$ cat src/a2p_pkg.sv
package a2p_pkg;

  // Default configuration of the top level.
  localparam int INPUT_WIDTH_DEF = 16;
  localparam int FRAC_BITS_DEF   = 16;

  // Output format: signed Q3.13 radians, clamped to +-pi.
  localparam int OUT_WIDTH = 16;
  localparam int OUT_FRAC  = 13;
  localparam int ANGLE_MAX = 25736;

  // Horner steps after the leading coefficient.
  localparam int HORNER_STAGES = 5;

  // Polynomial coefficients, highest power first, scaled by 2^32.
  localparam logic [63:0] COEF32 [HORNER_STAGES+1] = '{
    64'd57898178,
    64'd246863184,
    64'd520717845,
    64'd840249900,
    64'd1430200904,
    64'd4294948527
  };
  localparam logic [63:0] HALF_PI32 = 64'd6746518853;
  localparam logic [63:0] PI32      = 64'd13493037706;

  // Per-request side information that travels with the data.
  typedef struct packed {
    logic zero;
    logic swap;
    logic x_neg;
    logic y_neg;
  } a2p_quad_t;

  // Requantizes a 2^32 scaled constant to frac fraction bits, rounding half up.
  function automatic logic [63:0] quant(input logic [63:0] v32, input int frac);
    quant = (v32 + (64'd1 << (31 - frac))) >> (32 - frac);
  endfunction

endpackage

$ cat src/a2p_horner.sv
module a2p_horner
  import a2p_pkg::*;
#(
  parameter int                    FRAC_BITS = FRAC_BITS_DEF,
  parameter int                    PW        = FRAC_BITS_DEF + 3,
  parameter logic signed [PW-1:0]  COEF      = '0
) (
  input  logic                 clk_i,
  input  logic                 rst_ni,
  input  logic                 en_i,
  input  logic                 valid_i,
  input  a2p_quad_t            side_i,
  input  logic signed [PW-1:0] p_i,
  input  logic [FRAC_BITS:0]   t_i,
  input  logic [FRAC_BITS:0]   r_i,
  output logic                 valid_o,
  output a2p_quad_t            side_o,
  output logic signed [PW-1:0] p_o,
  output logic [FRAC_BITS:0]   t_o,
  output logic [FRAC_BITS:0]   r_o
);

  localparam int F = FRAC_BITS;

  logic                 neg;
  logic signed [PW-1:0] p_neg;
  logic [PW-2:0]        mag;
  logic [PW+F-1:0]      prod;
  logic [PW+F:0]        prod_rnd;
  logic [PW-1:0]        rnd;
  logic signed [PW-1:0] term;
  logic signed [PW-1:0] p_d;

  // One Horner step: p * t rounded half away from zero, plus the coefficient.
  always_comb begin
    neg      = p_i[PW-1];
    p_neg    = -p_i;
    mag      = neg ? p_neg[PW-2:0] : p_i[PW-2:0];
    prod     = mag * t_i;
    prod_rnd = {1'b0, prod} + ((PW+F+1)'(1) << (F - 1));
    rnd      = prod_rnd[F +: PW];
    term     = neg ? -$signed(rnd) : $signed(rnd);
    p_d      = term + COEF;
  end

  always_ff @(posedge clk_i or negedge rst_ni) begin
    if (!rst_ni) begin
      valid_o <= 1'b0;
    end else if (en_i) begin
      valid_o <= valid_i;
    end
  end

  always_ff @(posedge clk_i) begin
    if (en_i) begin
      side_o <= side_i;
      p_o    <= p_d;
      t_o    <= t_i;
      r_o    <= r_i;
    end
  end

endmodule

$ cat config.mk
export PLATFORM = sky130hd
export DESIGN_NAME = a2p_horner
export DESIGN_NICKNAME = d
export VERILOG_FILES = /design/src/a2p_pkg.sv /design/src/a2p_horner.sv
export SDC_FILE = /design/constraint.sdc
export NUM_CORES = 1
export LEC_CHECK = 0
export BUFFER_PORTS_ARGS = -buffer_cell sky130_fd_sc_hd__buf_2
export CORE_ASPECT_RATIO = 0.7
export CORE_MARGIN = 3
export CORE_UTILIZATION = 35
export DETAILED_ROUTE_END_ITERATION = 6
export GPL_TIMING_DRIVEN = 0
export REMOVE_ABC_BUFFERS = 1
export SLEW_MARGIN = 20
export SYNTH_ARGS = -nofsm -noshare
export SYNTH_HDL_FRONTEND = slang
export SYNTH_SLANG_ARGS = --single-unit
$ cat constraint.sdc
create_clock -name clk_i -period 0.9 [get_ports clk_i]
set_input_delay 0.135 -clock clk_i [delete_from_list [all_inputs] [get_ports clk_i]]
set_output_delay 0.135 -clock clk_i [all_outputs]
set_load 0.005 [all_outputs]
==> results_dict.tcl, run 1 <==
set metrics [dict create \
    met2_usage 0.2886 \
    fmax_mhz 129.5 \
    rsz0062_at_grt "yes" \
    ios 119 \
    rows 58 \
    initial_core_util 0.3601 \
    syn_area_mm2 0.01312 \
    drt.antenna.violating_nets 0 \
    die_h_um 168.0 \
    drt_wl_total_um 37200 \
    grt_max_degree 50 \
    grt_use_total 0.1923 \
    placeableCoreArea_mm2 0.03643 \
    area_growth_pct 26.58 \
    yosys_most_used_dff "edfxtp_1" \
    violations "negative setup slack" \
    ys_ff_latch 58 \
    timing.final.crit_share 8.581 \
    top_usage_layer "met2" \
    hold_path_class "in -> reg" \
    cts.path.max_buffers 2 \
    place_ws_ns -8.336 \
    via_count 10340 \
    fin_skew_ns 0 \
    synth-seq-area-share 0.1324 \
    critical_path_class "in -> reg" \
    insertion_delay_ns 0.34 \
    antenna_found_initial 0 \
    port_buffers 118 \
    finalHoldViolations 0 \
    dieWidth_um 237.4 \
    critPathArrivalTime_ns 7.80 \
    worst_setup_path_end_kind "flop" \
    register_area_mm2 0.001737 \
    cap_violations 0 \
    status "complete, but fails checks" \
    relSlewSlack 0.5834 \
    final.fill_count 3472 \
    cts_tree "done" \
    critPathMostFrequentCell "fa_1" \
    wl_per_cell_um 17.79 \
    post-route-min-period_ns 7.723 \
    startpoint_type "input port" \
    grt_pass1_wl_um 60750 \
    drive_above_1_share 0.2396 \
    worstPathMaxFanout 5 \
    h-tree-depth 3 \
    synth_edf_count 57 \
    dpl.hpwl_um 28500 \
    worstPathRequired_ns 0.97 \
    viasPerCell 4.943 \
    drv_slew 0 \
    fin_setup_tns_ns -128.86 \
    cts_buffers 9 \
    globalplace.congestion 0.9068 \
    layout.nets 2026 \
    drtIter0Drc 696 \
    mostFrequentLayoutCell "inv_1" \
    drcViolationCount 0 \
    use_met3 0.04765 \
    overflow 0 \
    syn_area_per_cell_um2 9.239 \
    mostFrequentLayoutCells "inv_1 (308), fa_1 (236), and2_1 (175)" \
    cpPeakStageDelay_ns 0.56 \
    dieArea_mm2 0.03988 \
    crit_slowest_cell "fa_1" \
    fin_ws_ns -6.823 \
    cts_root_buffer "clkbuf_16" \
    antennaDiodeCount 0 \
    dr.pass1.iters 4 \
    setup_viol 77 \
    holdWs_ns 0.02966 \
    clock_sinks 58 \
    ys_types 66 \
    multi_input_area_mm2 0.01106 \
    synthArstFlopShare 0.01724 \
    worst_pin_slew_ns 0.6218 \
    grt_pass1_vias 11220 \
    grt_use_met1 0.2872 \
    cts.clk_slew.worst_paths_ns 0.05 \
    synth_warnings 0 \
    syn_inst 1420 \
]
[layer usage]
metal | share of wire | vias to the layer above
li1 | - | 4761
met1 | 0.48 | 5167
met2 | 0.43 | 377
met3 | 0.087 | 31
met4 | 0.0078 | 0
met5 | 0 | -
[per-stage QoR]
stage	util	instances	area (um^2)
after global routing	0.4558	2091	16610
after global placement	0.3870	1964	14100
final	0.4558	2091	16610
after detailed placement	0.3967	1982	14450
after floorplan	-	1366	12910
after CTS	0.4422	2064	16110
[flip-flops by register name, summed over array words and instances (netlist names)]
name	cells
side_o	4
p_o	19
r_o	17
valid_o	1
t_o	17
[critical path: cells and delay by family]
kind	cells	cell delay [ns]
fa+ha+maj	7	3.31
simple gates	8	1.89
compound gates	5	1.33
buf+inv	9	0.76
xor+xnor	2	0.33
[kinds of logic after synthesis]
logic type	count (synthesis)	share of synthesized area
buffers and inverters	379	0.1090
AO/OA/AOI/OAI	144	0.07687
AND/OR/NAND/NOR	434	0.1715
adder cells (fa/ha/maj)	359	0.4792
multiplexers	3	0.002384
flip-flops	58	0.1324
XOR/XNOR	43	0.02871
[what timing repair did]
item	4_1_cts	5_1_grt
hold buffers	22	0
buffers inserted	44	28
endpoints found under the hold margin	22	0
resized for setup	177	63
pin swaps	85	65
setup endpoints to repair	77	77
[cell usage after synthesis (all sizes together) (3+ instances only)]
cell,number,area share
nand3,9,0.0034
a211oi,5,0.0029
xor2,8,0.0053
and4,4,0.0029
edfxtp,57,0.13
o21ai,28,0.011
a31o,3,0.0020
nor4,3,0.0026
nor3,10,0.0038
nand2,166,0.047
a31oi,5,0.0024
o311ai,3,0.0020
nor2,26,0.0074
a21oi,37,0.015
o31ai,11,0.0067
clkbuf,46,0.013
o41ai,5,0.0045
buf,8,0.0028
a21o,9,0.0051
fa,239,0.36
and3,10,0.0048
ha,120,0.11
inv,325,0.093
o21a,5,0.0029
or2,3,0.0014
and2,181,0.087
o211ai,7,0.0040
a22o,3,0.0020
or4,3,0.0017
a2111o,3,0.0026
nand4,11,0.0052
xnor2,35,0.023
[worst paths after layout]
kind | from | end | slack [ns] | depth (start not counted)
setup reg to reg | valid_o | valid_o | 0.16 | 1
min in group asynchronous | rst_ni | valid_o | 0.10 | 2
hold / removal | valid_i | valid_o | 0.03 | 2
max in group asynchronous | rst_ni | valid_o | 0.72 | 2
hold reg to reg | valid_o | valid_o | 0.50 | 1
setup / recovery | p_i[6] | p_o[16] | -6.82 | 31
[area by class of cell]
class,count,share of cell area
multi-input cells,983,0.6661
flip-flops and latches,58,0.1046
repair buffers,229,0.1020
inverters,325,0.07392
well taps,480,0.03617
clock buffers,10,0.01379
clock inverters,6,0.003466
Power of run 1 is not shown: default switching activity piles up to over one toggle a cycle in this logic, so the estimate is an artifact.
==> inputs of run 2 (changes only) <==
clock period = 6.35 ns   (was 0.9 ns; I/O delays follow)
==> run 2 against run 1 <==
  * The flow still finishes with violations (negative setup slack)
  * Hold slack improved by 0.34 ns
  * Wire length fell by 0.51%
  * Clock-buffer cell count unchanged
  * Critical path depth did not move
  * Die area is the same
  * Via count fell by 0.62%
  * Worst setup slack better by 4.6 ns
  * Global-route usage shrank 0.071 points
  * Flip-flop and latch count unchanged
  * Register-to-register slack better by 5.5 ns
  * Non-clock buffer count is 22 lower
  * Highest routed layer unchanged
  * Cell area fell by 1.3%
==> results_dict.tcl, run 2 (synthesis results as in run 1) <==
set metrics [dict create \
    port_buffers 118 \
    fin_ws_ns -2.184 \
    status "complete, but fails checks" \
    drt.antenna.violating_nets 0 \
    overflow 0 \
    drcViolationCount 0 \
    drtIter0Drc 602 \
    cts_root_buffer "clkbuf_16" \
    via_count 10270 \
    reg2regPathDepth 1 \
    hold_path_class "in -> async" \
    die_h_um 168.0 \
    startpoint_type "input port" \
    rsz0062_at_grt "yes" \
    crit_cells 31 \
    wl_per_cell_um 17.89 \
    crit_slowest_cell "fa_1" \
    globalplace.congestion 0.9068 \
    violations "negative setup slack" \
    path_buf_inv 9 \
    top_layer "met4" \
    dpl.hpwl_um 28500 \
    worst_setup_path_end_kind "flop" \
    grt_max_degree 50 \
    cts_buffers 9 \
    rows 58 \
    critPathMostFrequentCell "fa_1" \
    insertion_delay_ns 0.34 \
    cts.path.max_buffers 2 \
    cap_violations 0 \
    antennaDiodeCount 0 \
    finalHoldViolations 0 \
    ctsHoldBuffers 0 \
    initial_core_util 0.3601 \
    post-route-min-period_ns 8.534 \
    cpPeakStageDelay_ns 0.56 \
    largest_register_ffs 19 \
    fin_skew_ns 0 \
    grt_pass1_vias 11130 \
    top_register "p_o" \
    mostFrequentLayoutCells "inv_1 (308), fa_1 (236), and2_1 (175)" \
    antenna_found_initial 0 \
    area_growth_pct 24.90 \
    fmax_mhz 117.2 \
    h-tree-depth 3 \
    relSlewSlack 0.5816 \
    viasPerCell 4.965 \
    placeableCoreArea_mm2 0.03643 \
    cts_tree "done" \
    layout.nets 2004 \
    grt_pass1_wl_um 60500 \
    worst_pin_slew_ns 0.6245 \
    place_ws_ns -3.703 \
    drt_wl_total_um 37010 \
    cts.clk_slew.worst_paths_ns 0.05 \
    drv_slew 0 \
    ios 119 \
    clock_sinks 58 \
    reg_top3 "p_o: 19 flops, r_o: 17 flops, t_o: 17 flops" \
    critical_path_class "in -> reg" \
    grt_use_total 0.1916 \
    drive_above_1_share 0.2429 \
    dieWidth_um 237.4 \
    dieArea_mm2 0.03988 \
    setup_viol 19 \
    mostFrequentLayoutCell "inv_1" \
    dr.pass1.iters 7 \
    holdWs_ns 0.3736 \
    timing.final.crit_share 1.344 \
    wl_met1_um 17530 \
    wl_met2_um 15880 \
    met3WireLength_um 3296 \
    critPathArrivalTime_ns 8.61 \
    worstPathMaxFanout 5 \
    worstPathRequired_ns 6.43 \
    path_delay_family "adder cells" \
]
-- run 2: layer usage --
layer	vias to the layer above	track usage
met1	5150	0.2864
met3	31	0.04798
li1	4717	-
met5	-	0
met4	0	0.02748
met2	374	0.2868
-- run 2: worst paths after layout --
path	start	slack [ns]	end
max	p_i[6]	-2.18	p_o[16]
min	rst_ni	0.37	valid_o
max reg2reg	valid_o	5.61	valid_o
min reg2reg	valid_o	0.50	valid_o
max in group asynchronous	rst_ni	5.89	valid_o
min in group clk_i	valid_o	0.50	valid_o
-- run 2: repair_timing --
| action | CTS | global route |
|---|---|---|
| gates resized for setup | 177 | 63 |
| pin swaps | 85 | 65 |
| setup buffers | 44 | 28 |
| endpoints found under the setup margin | 19 | 19 |
-- run 2: stage by stage --
stage | utilization | cells | area [um^2] | setup TNS [ns]
final | 0.4498 | 2069 | 16390 | -36.79
after global routing | 0.4498 | 2069 | 16390 | -41.05
after CTS | 0.4362 | 2042 | 15890 | -36.25
after detailed placement | 0.3967 | 1982 | 14450 | -60.73
after global placement | 0.3870 | 1964 | 14100 | -65.67
after floorplan | - | 1366 | 12910 | -38.85
-- run 2: cell type report --
class                      count  area, um^2
clock buffer                  10       229.0
clock inverter                 6       57.56
fill                        3500       20040
inverter                     325        1227
multi-input combinational    983       11060
sequential                    58        1737
tap                          480       600.6
timing repair buffer         207        1474
Power of run 2 is left out for the same reason.
